File: config.mk
export PLATFORM = sky130hd
export DESIGN_NAME = crc_framed_packet_parser_core
export DESIGN_NICKNAME = d
export VERILOG_FILES = /design/src/hdl/cfpp_pkg.sv /design/src/hdl/cfpp_cfg_regs.sv /design/src/hdl/cfpp_crc16.sv /design/src/hdl/cfpp_parser.sv /design/src/hdl/crc_framed_packet_parser_core.sv
export SDC_FILE = /design/constraint.sdc
export NUM_CORES = 1
export LEC_CHECK = 0
export BUFFER_PORTS_ARGS = -buffer_cell sky130_fd_sc_hd__buf_2
export CAP_MARGIN = 20
export CORE_ASPECT_RATIO = 0.8
export CORE_MARGIN = 3
export CORE_UTILIZATION = 60
export DETAILED_ROUTE_END_ITERATION = 8
export GPL_TIMING_DRIVEN = 0
export PLACE_DENSITY = 0.92
export SYNTH_ARGS = -nofsm -noshare
export SYNTH_HDL_FRONTEND = slang
export SYNTH_HIERARCHICAL = 1
export SYNTH_SLANG_ARGS = --single-unit
File: constraint.sdc
create_clock -name aclk -period 9 [get_ports aclk]
set_clock_uncertainty 0.15 [all_clocks]
set_input_delay 2.7 -clock aclk [delete_from_list [all_inputs] [get_ports aclk]]
set_output_delay 2.7 -clock aclk [all_outputs]
set_load 0.1 [all_outputs]
File: src/hdl/cfpp_pkg.sv
// ----------------------------------------------------------------------------
// cfpp_pkg
// shared types and constants for the crc framed packet parser
// ----------------------------------------------------------------------------
`default_nettype none

package cfpp_pkg;

    localparam int CFG_IDX_W = 1;

    localparam logic [CFG_IDX_W-1:0] REG_FRAME_ID   = 1'd0;
    localparam logic [CFG_IDX_W-1:0] REG_EXT_LAYOUT = 1'd1;

    localparam logic [15:0] CRC_INIT = 16'hFFFF;
    localparam logic [15:0] CRC_POLY = 16'hA001;

    localparam logic [1:0] KIND_HEADER  = 2'd0;
    localparam logic [1:0] KIND_PAYLOAD = 2'd1;
    localparam logic [1:0] KIND_REPORT  = 2'd2;

    localparam logic [1:0] STATUS_OK        = 2'd0;
    localparam logic [1:0] STATUS_TOO_SHORT = 2'd1;
    localparam logic [1:0] STATUS_BAD_HDR   = 2'd2;
    localparam logic [1:0] STATUS_CRC_ERR   = 2'd3;

    typedef struct packed {
        logic [15:0] frame_id;
        logic        extended_layout;
    } cfg_t;

    typedef struct packed {
        logic [1:0]  kind;
        logic [7:0]  payload_byte;
        logic [1:0]  status;
        logic [7:0]  sequence_res;
        logic [7:0]  source_id;
        logic [7:0]  sub_id;
        logic [15:0] message_id;
        logic [15:0] payload_length;
        logic [7:0]  ext_code;
        logic [7:0]  ext_state;
    } res_t;

endpackage

`default_nettype wire

File: src/hdl/cfpp_cfg_regs.sv
// ----------------------------------------------------------------------------
// cfpp_cfg_regs
// configuration register file: expected frame id and header layout select
// ----------------------------------------------------------------------------
`default_nettype none

module cfpp_cfg_regs (
    input  wire logic                           aclk,
    input  wire logic                           aresetn,
    input  wire logic                           cfg_valid,
    output logic                                cfg_ready,
    input  wire logic [cfpp_pkg::CFG_IDX_W-1:0] cfg_index,
    input  wire logic [15:0]                    cfg_data,
    output cfpp_pkg::cfg_t                      cfg
);

    logic [15:0] frame_id_reg;
    logic [15:0] frame_id_next;
    logic        ext_layout_reg;
    logic        ext_layout_next;

    assign cfg_ready = 1'b1;

    always_comb begin
        frame_id_next   = frame_id_reg;
        ext_layout_next = ext_layout_reg;
        if (cfg_valid) begin
            unique case (cfg_index)
                cfpp_pkg::REG_FRAME_ID:   frame_id_next   = cfg_data;
                cfpp_pkg::REG_EXT_LAYOUT: ext_layout_next = cfg_data[0];
                default: ;
            endcase
        end
    end

    always_ff @(posedge aclk) begin
        if (!aresetn) begin
            frame_id_reg   <= '0;
            ext_layout_reg <= 1'b0;
        end else begin
            frame_id_reg   <= frame_id_next;
            ext_layout_reg <= ext_layout_next;
        end
    end

    assign cfg.frame_id        = frame_id_reg;
    assign cfg.extended_layout = ext_layout_reg;

endmodule

`default_nettype wire

File: src/hdl/cfpp_crc16.sv
// ----------------------------------------------------------------------------
// cfpp_crc16
// one-byte update of a reflected crc-16 (modbus polynomial)
// ----------------------------------------------------------------------------
`default_nettype none

module cfpp_crc16 (
    input  wire logic [15:0] crc_in,
    input  wire logic [7:0]  data_in,
    output logic      [15:0] crc_out
);

    always_comb begin
        logic [15:0] c;
        c = crc_in ^ {8'h00, data_in};
        for (int n = 0; n < 8; n++) begin
            if (c[0]) begin
                c = (c >> 1) ^ cfpp_pkg::CRC_POLY;
            end else begin
                c = c >> 1;
            end
        end
        crc_out = c;
    end

endmodule

`default_nettype wire

File: src/hdl/cfpp_parser.sv
// ----------------------------------------------------------------------------
// cfpp_parser
// per-byte header parse, crc tracking and frame report, one byte per step
// ----------------------------------------------------------------------------
`default_nettype none

module cfpp_parser #(
    parameter int ID_BYTES     = 2,
    parameter int LENGTH_BYTES = 2,
    parameter int MAX_DATAGRAM = 2048
) (
    input  wire logic           aclk,
    input  wire logic           aresetn,
    input  wire logic           step,
    input  wire logic [7:0]     byte_in,
    input  wire logic           last_in,
    input  wire cfpp_pkg::cfg_t cfg,
    output cfpp_pkg::res_t      res
);

    localparam int POS_W = $clog2(MAX_DATAGRAM + 1);
    localparam int CMP_W = ((POS_W > 17) ? POS_W : 17) + 1;

    localparam logic [POS_W-1:0] POS_MAX   = POS_W'(MAX_DATAGRAM);
    localparam logic [CMP_W-1:0] LEN_START = CMP_W'(ID_BYTES);
    localparam logic [CMP_W-1:0] EXT_START = CMP_W'(ID_BYTES + LENGTH_BYTES);

    logic [POS_W-1:0] pos_reg,  pos_next;
    logic [15:0]      crc_reg,  crc_next;
    logic             match_lo_reg, match_lo_next;
    logic             match_reg, match_next;
    logic             hdr_bad_reg, hdr_bad_next;
    logic [15:0]      len_reg,  len_next;
    logic [7:0]       seq_reg,  seq_next;
    logic [7:0]       source_reg, source_next;
    logic [7:0]       sub_reg,  sub_next;
    logic [15:0]      msg_reg,  msg_next;
    logic [15:0]      ext_reg,  ext_next;

    logic [15:0]      crc_upd;

    cfpp_crc16 u_crc (
        .crc_in  (crc_reg),
        .data_in (byte_in),
        .crc_out (crc_upd)
    );

    always_comb begin
        logic [CMP_W-1:0] pos_w;
        logic [CMP_W-1:0] q;
        logic [CMP_W-1:0] hdr;
        logic [CMP_W-1:0] pay_end;
        logic [CMP_W-1:0] lk;
        logic [CMP_W-1:0] ek;
        logic [CMP_W-1:0] total;
        logic [7:0]       want;

        pos_w   = CMP_W'(pos_reg);
        q       = EXT_START + (cfg.extended_layout ? CMP_W'(2) : CMP_W'(0));
        hdr     = q + CMP_W'(5);
        pay_end = hdr + CMP_W'(len_reg);
        lk      = pos_w - LEN_START;
        ek      = pos_w - EXT_START;
        want    = 8'h00;

        pos_next      = pos_reg;
        crc_next      = crc_reg;
        match_lo_next = match_lo_reg;
        match_next    = match_reg;
        hdr_bad_next  = hdr_bad_reg;
        len_next      = len_reg;
        seq_next      = seq_reg;
        source_next   = source_reg;
        sub_next      = sub_reg;
        msg_next      = msg_reg;
        ext_next      = ext_reg;

        res = '0;
        res.kind = cfpp_pkg::KIND_HEADER;

        if (pos_reg < POS_MAX) begin
            if (pos_w < LEN_START) begin
                if (pos_w < CMP_W'(2)) begin
                    want = pos_w[0] ? cfg.frame_id[15:8] : cfg.frame_id[7:0];
                end
                if (byte_in != want) begin
                    hdr_bad_next = 1'b1;
                end
                crc_next = crc_upd;
            end else if (pos_w < EXT_START) begin
                if (lk < CMP_W'(2)) begin
                    if (lk[0]) begin
                        len_next[15:8] = len_reg[15:8] | byte_in;
                    end else begin
                        len_next[7:0] = len_reg[7:0] | byte_in;
                    end
                end else if (byte_in != 8'h00) begin
                    len_next = 16'hFFFF;
                end
                crc_next = crc_upd;
            end else if (pos_w < hdr) begin
                if (pos_w < q) begin
                    if (ek[0]) begin
                        ext_next[15:8] = ext_reg[15:8] | byte_in;
                    end else begin
                        ext_next[7:0] = ext_reg[7:0] | byte_in;
                    end
                end else if (pos_w == q) begin
                    seq_next = byte_in;
                end else if (pos_w == q + CMP_W'(1)) begin
                    source_next = byte_in;
                end else if (pos_w == q + CMP_W'(2)) begin
                    sub_next = byte_in;
                end else if (pos_w == q + CMP_W'(3)) begin
                    msg_next[7:0] = byte_in;
                end else begin
                    msg_next[15:8] = byte_in;
                end
                crc_next = crc_upd;
            end else if (pos_w < pay_end) begin
                res.kind         = cfpp_pkg::KIND_PAYLOAD;
                res.payload_byte = byte_in;
                crc_next         = crc_upd;
            end else if (pos_w == pay_end) begin
                match_lo_next = (byte_in == crc_reg[7:0]);
            end else if (pos_w == pay_end + CMP_W'(1)) begin
                match_next = match_lo_reg && (byte_in == crc_reg[15:8]);
            end
            pos_next = pos_reg + POS_W'(1);
        end

        total = CMP_W'(pos_next);

        if (last_in) begin
            res = '0;
            res.kind = cfpp_pkg::KIND_REPORT;
            if (total < hdr + CMP_W'(2)) begin
                res.status = cfpp_pkg::STATUS_TOO_SHORT;
            end else if (hdr_bad_next) begin
                res.status = cfpp_pkg::STATUS_BAD_HDR;
            end else if (total < hdr + CMP_W'(2) + CMP_W'(len_next)) begin
                res.status = cfpp_pkg::STATUS_TOO_SHORT;
            end else if (match_next) begin
                res.status = cfpp_pkg::STATUS_OK;
            end else begin
                res.status = cfpp_pkg::STATUS_CRC_ERR;
            end
            res.sequence_res   = seq_next;
            res.source_id      = source_next;
            res.sub_id         = sub_next;
            res.message_id     = msg_next;
            res.payload_length = len_next;
            res.ext_code       = ext_next[7:0];
            res.ext_state      = ext_next[15:8];

            pos_next      = '0;
            crc_next      = cfpp_pkg::CRC_INIT;
            match_lo_next = 1'b0;
            match_next    = 1'b0;
            hdr_bad_next  = 1'b0;
            len_next      = '0;
            seq_next      = '0;
            source_next   = '0;
            sub_next      = '0;
            msg_next      = '0;
            ext_next      = '0;
        end
    end

    always_ff @(posedge aclk) begin
        if (!aresetn) begin
            pos_reg      <= '0;
            crc_reg      <= cfpp_pkg::CRC_INIT;
            match_lo_reg <= 1'b0;
            match_reg    <= 1'b0;
            hdr_bad_reg  <= 1'b0;
            len_reg      <= '0;
            seq_reg      <= '0;
            source_reg   <= '0;
            sub_reg      <= '0;
            msg_reg      <= '0;
            ext_reg      <= '0;
        end else if (step) begin
            pos_reg      <= pos_next;
            crc_reg      <= crc_next;
            match_lo_reg <= match_lo_next;
            match_reg    <= match_next;
            hdr_bad_reg  <= hdr_bad_next;
            len_reg      <= len_next;
            seq_reg      <= seq_next;
            source_reg   <= source_next;
            sub_reg      <= sub_next;
            msg_reg      <= msg_next;
            ext_reg      <= ext_next;
        end
    end

endmodule

`default_nettype wire

File: src/hdl/crc_framed_packet_parser_core.sv
// ----------------------------------------------------------------------------
// crc_framed_packet_parser_core
// byte-serial datagram receiver with header parse and crc-16/modbus check
// timing: result is registered, valid in the cycle after the input transfer
// throughput: one byte per cycle while the result output is not stalled
// reset: synchronous active-low aresetn clears frame state, config and valid
// ----------------------------------------------------------------------------
`default_nettype none

module crc_framed_packet_parser_core #(
    parameter int ID_BYTES     = 2,
    parameter int LENGTH_BYTES = 2,
    parameter int MAX_DATAGRAM = 2048
) (
    input  wire logic                           aclk,
    input  wire logic                           aresetn,

    input  wire logic                           cfg_valid,
    output logic                                cfg_ready,
    input  wire logic [cfpp_pkg::CFG_IDX_W-1:0] cfg_index,
    input  wire logic [15:0]                    cfg_data,

    input  wire logic                           s_valid,
    output logic                                s_ready,
    input  wire logic [7:0]                     s_byte_in,
    input  wire logic                           s_end_of_datagram,

    output logic                                m_valid,
    input  wire logic                           m_ready,
    output logic [1:0]                          m_kind,
    output logic [7:0]                          m_payload_byte,
    output logic [1:0]                          m_status,
    output logic [7:0]                          m_sequence_res,
    output logic [7:0]                          m_source_id,
    output logic [7:0]                          m_sub_id,
    output logic [15:0]                         m_message_id,
    output logic [15:0]                         m_payload_length,
    output logic [7:0]                          m_ext_code,
    output logic [7:0]                          m_ext_state
);

    cfpp_pkg::cfg_t cfg;
    cfpp_pkg::res_t res;
    cfpp_pkg::res_t res_reg;
    logic           m_valid_reg;
    logic           step;

    cfpp_cfg_regs u_cfg (
        .aclk      (aclk),
        .aresetn   (aresetn),
        .cfg_valid (cfg_valid),
        .cfg_ready (cfg_ready),
        .cfg_index (cfg_index),
        .cfg_data  (cfg_data),
        .cfg       (cfg)
    );

    cfpp_parser #(
        .ID_BYTES     (ID_BYTES),
        .LENGTH_BYTES (LENGTH_BYTES),
        .MAX_DATAGRAM (MAX_DATAGRAM)
    ) u_parser (
        .aclk    (aclk),
        .aresetn (aresetn),
        .step    (step),
        .byte_in (s_byte_in),
        .last_in (s_end_of_datagram),
        .cfg     (cfg),
        .res     (res)
    );

    // result register frees up whenever it is empty or being drained
    assign s_ready = !m_valid_reg || m_ready;
    assign step    = s_valid && s_ready;

    always_ff @(posedge aclk) begin
        if (!aresetn) begin
            m_valid_reg <= 1'b0;
        end else if (s_ready) begin
            m_valid_reg <= s_valid;
        end
    end

    always_ff @(posedge aclk) begin
        if (step) begin
            res_reg <= res;
        end
    end

    assign m_valid          = m_valid_reg;
    assign m_kind           = res_reg.kind;
    assign m_payload_byte   = res_reg.payload_byte;
    assign m_status         = res_reg.status;
    assign m_sequence_res   = res_reg.sequence_res;
    assign m_source_id      = res_reg.source_id;
    assign m_sub_id         = res_reg.sub_id;
    assign m_message_id     = res_reg.message_id;
    assign m_payload_length = res_reg.payload_length;
    assign m_ext_code       = res_reg.ext_code;
    assign m_ext_state      = res_reg.ext_state;

endmodule

`default_nettype wire
After elaboration in Yosys (flattened, before gate mapping) --
Index checks and enable logic that the tools add are counted.
Storage, ports and cells: output and inout bits 87, register bits 205, logic and storage cells 191, input port bits 31
Cells by class: muxes and demuxes 99, bitwise gates (word level) 17, order comparisons 9, equal/unequal tests 13, $add $sub $neg 12, reduce and logical (&&, ||, !) cells 15
Operators with widths (count):
- $mux W16 | 35
- $mux W8 | 33
- $eq A12 B18 Y1 | 6
- $lt A12 B18 Y1 | 5
- $add A18 B2 Y18 const B | 3
- $mux W10 | 4
- $add A18 B1 Y18 const B | 2
- $add A18 B16 Y18 | 2
- $or A8 B8 Y8 | 4
- $mux W12 | 2
- $not A2 Y3 | 8
- $mux W1 | 20
- $add A18 B3 Y18 const B | 1
- $add A3 B18 Y18 const A | 1
- $lt A18 B2 Y1 const B | 1
- $eq A8 B8 Y1 | 2
- $xor A16 B8 Y16 | 1
- $sub A12 B2 Y13 const B | 1
- $add A12 B1 Y12 const B | 1
- $lt A12 B12 Y1 const B | 1
- $lt A12 B2 Y1 const B | 1
- $lt A12 B3 Y1 const B | 1
- $mux W9 | 1
- $mux W2 | 4
- other kinds (16) | 25

Depth between registers and ports, before layout --
depth after elaboration 23, gate-level depth with buffers 27, depth with buffers taken out 24

By module --
Netlist, hierarchy kept.
Modules (own cells, without submodules):
- cfpp_parser | area an instance 7702.4 µm², cells each 1001, instances 1
- crc_framed_packet_parser_core | area an instance 2580.0 µm², cells each 89, instances 1
- cfpp_cfg_regs | area an instance 721.9 µm², cells each 78, instances 1
- cfpp_crc16 | area an instance 284.0 µm², cells each 29, instances 1

Least setup slack after synthesis --
Ideal clock, no wire load.
path type input to register, start point input port s_byte_in[2], end point register res_reg (netlist bit m_status[1]), data pin, data required time 8710 ps, stages 23, arrival time 6943 ps, setup slack 1767 ps, cell sequence clkbuf_1 > or4_1 > o311a_1 > buf_6 > buf_2 > a21oi_1 > inv_1 > ha_1 > a31oi_1 > o211ai_1 > a2111oi_1 > nor2_1 > nand2_1 > nor3_1 > xor2_1 > ha_1 > o211a_1 > o2111ai_1 > nand2_1 > a21oi_1 > a211oi_2 > nand2_1 > a21oi_2
On the way: longest elaborated chain between the ends 12, elaborated cells on any way between the ends 28, those cells by class 1 x add/sub; 1 x order compare; 2 x eq/ne; 20 x mux; 2 x bitwise; 2 x reduce/logical
RTL lines:
- start: declaration | line crc_framed_packet_parser_core.sv:25 | input wire logic [7:0] s_byte_in,
- parallel branches: the longest is 11 deep, another holds $add A18 B16 Y18
- $mux W2 (*) | line cfpp_parser.sv:139 | end else if (hdr_bad_next) begin
- end signal: assignment | line crc_framed_packet_parser_core.sv:86 | res_reg <= res;
- end: declaration | line crc_framed_packet_parser_core.sv:44 | cfpp_pkg::res_t res_reg;
Mark *: on every way between the ends. A chain may end at the register's enable or synchronous reset.

Worst setup path in the final report --
start point input port s_byte_in[1], end point register res_reg (netlist bit m_status[1]), data pin
The elaborated chain is that of the path after synthesis.

==> summary.md <==
| Metric | Value |
|---|---|
| Final worst-path cycle share | `88.4%` |
| Vias/cell | `6.19` |
| Number of buffers added for setup after CTS | `0` |
| Largest net degree at the start of global routing | `92` |
| Global route overflow | `0` |
| Vias | `9950` |
| Post-synth top flop | `dfxtp_1` |
| Gr usage total | `29.8%` |
| Hold buffer count at CTS | `0` |
| Largest stage delay, worst path | `0.88 ns` |
| Die width | `159 um` |
| Core Region | `0.0183 mm2` |
| Reg2reg end | `m_status[1]` |
| WHS Endpoint | `u_cfg/frame_id_reg[9]` |
| Final setup fails | `0` |
| Internal power | `1590 uW` |
| Rows | `44` |
| Initial drt markers | `1280` |
| Avg Cell Area, Syn | `9.43 um2` |
| Sequential Power Share | `45.3%` |
| First-pass GRT wire length | `49.4 mm` |
| Syn_nets | `1264` |
| Seq/Total Area, Yosys | `43.8%` |
| Gate count of the mapped netlist | `1197` |
| Post_cts resized | `0` |
| CP Capture Type | `register` |
| Layout Cells excl Fill | `1608` |
| Register area | `0.00494 mm2` |
| Post-synth EDFFs | `84` |
| H-tree lvl count | `1` |
| Most frequent cells after synthesis | `dfxtp_1, nand2_1, nor2_1` |
| Fin crit period | `7.95 ns` |
| Switching pwr | `636 uW` |
| Leak pwr | `0.00480 uW` |
| Met2 wire length | `14.0 mm` |
| Max Cap Violations | `0` |
| Top sig layer | `met4` |
| Max Slew Vio Count | `0` |
| Critical path's slowest cell | `a2111oi_1` |
| Crit-path max FO | `10` |
| Cell area after synthesis | `0.0113 mm2` |
| Asr flop ratio synth | `0%` |
| Dominant cells by area after synthesis | `edfxtp_1, dfxtp_1, mux2i_1` |
| Number of buffers added on ports | `116` |
| Top-count cell post-synth | `dfxtp_1` |
| Cell mode on critical path | `nand2_1` |
| Final HPWL DP | `22.4 mm` |
| Initial Utilization | `61.8%` |
| Number of global-route vias before repair | `9279` |
| Clock share of power | `38.9%` |
| R2r setup slk | `2.42 ns` |
| Synthesized flop and latch total | `205` |
| Synth top area share | `22.3%` |
| WP data arrival | `8.16 ns` |
| Multi-input gate area | `0.00581 mm2` |
| Outcome | `finished, final reports clean` |
| Adder-cell share of the synthesized area | `4.12%` |
| Largest family of logic cells by synthesized area | `simple AND/OR/NAND/NOR gates` |
| Unique masters post-synth | `84` |
| Die Y | `129 um` |
| Setup Total Neg Slack | `0 ns` |
| Placed Cells | `1566` |
| HP Start | `u_cfg/frame_id_reg[9]` |
| Number of synthesis warnings | `6` |
| Cts bufs inserted | `21` |
| Post-Synth XOR/XNOR Area | `7.98%` |
| Post-synthesis mux area share | `5.52%` |
| Worst-margin pin slew | `1.01 ns` |
| Hold crit path type | `reg -> reg` |
| I/O pins | `118` |
| Total Wirelength | `31.9 mm` |
| Worst-path cell chain | `buf_2 -> clkbuf_1 -> or4_1 -> o311a_1 -> buf_6 -> buf_2 -> a21oi_1 -> inv_1 -> ha_1 -> a31oi_1 -> o211ai_1 -> a2111oi_1 -> nor2_1 -> nand2_1 -> nor3_1 -> xor2_1 -> ha_1 -> o211a_1 -> o2111ai_1 -> nand2_1 -> a21oi_1 -> a211oi_2 -> nand2_1 -> a21oi_2` |
| Share of layout cells above drive strength 1 | `14.7%` |
| Final Hold Violating Endpoints | `0` |
| Post-route cell area | `0.0129 mm2` |
| Power per cell area | `172 mW/mm2` |
| Worst hold path depth | `2` |
| Power share of the combinational group | `15.8%` |
| Fmax | `126 MHz` |
| Clk_lat worst skew | `0.50 ns` |
| Max-slew headroom | `32.2%` |
| Worst VDD drop | `0.120 mV` |
| DIE AREA | `0.0205 mm2` |
| CTS Buffer Depth | `3` |
| Critical Path RT | `9.21 ns` |
| CTS root buf | `clkbuf_16` |
| Sw Share | `28.6%` |
| FF-to-FF Start | `u_parser/pos_reg[2]` |
| Final ANT Viol Nets | `0` |
| Leading area contributor after synthesis | `edfxtp_1` |
| DRC | `0` |
| Cells on worst reg2reg path | `27` |
| Fillcell total | `1363` |
| Setup ws final | `1.05 ns` |
| WL/cell | `19.8 um` |
| Pre-antenna DRT Iters | `8` |
| Critical Setup Path Class | `in -> reg` |
| Metal-1 WL | `13.1 mm` |
| Pre-CTS WS | `0.708 ns` |
| Nets | `1406` |
| Final GP Congestion | `0.995` |
| Initial antenna violation count | `1` |
| TritonCTS clock tree | `yes` |
| Compound-Gate Fraction of Synth Area | `13.6%` |
| TritonCTS Sinks | `205` |
| Met3 WL | `3.74 mm` |
| RSZ-0062 raised after global routing | `no` |
| Area Growth Syn to Fin | `14.3%` |
| Placed cell areas | `0.0122 mm2` |
| CP Launch Type | `input port` |
| Clock transition at path regs | `0.06 ns` |
| Simple-gate area share of the yosys netlist | `20.2%` |
## layout make-up
cell class	instances	area share, %
Multi-Input combinational cell	871	45.0
Buffer	88	3.21
Clock buffer	28	4.44
Timing Repair Buffer	119	4.81
Antenna cell	1	0.0194
Clock inverter	10	0.814
Tap cell	253	2.45
Inverter	33	0.960
Sequential cell	205	38.3
## how the worst max path moves through the flow
stage | from | endpoint | slack (ns) | cells past startpoint
after CTS | s_byte_in[1] | m_status[1] | 1.21 | 24
after global placement | s_byte_in[1] | m_status[1] | 0.82 | 24
final | s_byte_in[1] | m_status[1] | 1.05 | 24
after detailed placement | s_byte_in[1] | m_status[1] | 0.71 | 24
after floorplan | s_byte_in[2] | m_status[1] | 1.77 | 23
after global routing | s_byte_in[1] | m_status[1] | 0.64 | 24
## critical path: cells and delay by family
family          cells  cell delay [ns]
compound gates     10             2.55
simple gates        6             1.08
xor+xnor            1             0.18
fa+ha+maj           2             0.67
buf+inv             5             0.97
## stage by stage
step	total power, uW	util [%]	hold WS [ns]
2_1_floorplan	1300	-	0.284
6_report	2220	70.6	0.311
3_3_place_gp	1360	66.7	0.293
3_5_place_dp	1370	66.7	0.297
5_1_grt	2280	70.6	0.327
4_1_cts	2220	70.4	0.308
## cell families (layout without fill, tap and decap cells)
family / count (synthesis) / count (layout)
buffers and inverters: 121 / 278
other: 1 / 2
XOR/XNOR: 94 / 94
AND/OR/NAND/NOR: 452 / 452
adder cells (fa/ha/maj): 36 / 36
multiplexers: 62 / 62
flip-flops: 205 / 205
AO/OA/AOI/OAI: 226 / 226
## placed cells by master (no fill, tap or decap), drive strengths merged, types with 12 or more instances in the layout
cell type,n
nor4,12
a22oi,42
and2,20
clkbuf,89
o21ai,17
a21oi,69
buf,146
nand3,35
inv,33
xnor2,69
mux2i,60
nor2b,73
dfxtp,121
edfxtp,84
xor2,21
nor3,41
nand2,115
nor2,111
o22ai,23
ha,34
## power groups by stage
stage	Sequential [uW]	Combinational, uW	Clock, uW
2_1_floorplan	1150	146	0
3_3_place_gp	1030	338	0
3_5_place_dp	1030	343	0
4_1_cts	1010	345	869
5_1_grt	1010	369	904
6_report	1010	352	865
## routing by layer
| layer | vias to the layer above | global-route usage, % |
|---|---|---|
| met5 | - | 0 |
| met4 | 0 | 10.6 |
| met3 | 105 | 5.60 |
| met2 | 666 | 47.3 |
| met1 | 4650 | 41.4 |
| li1 | 4529 | - |
Note: power is estimated with default switching activity, not from simulation.
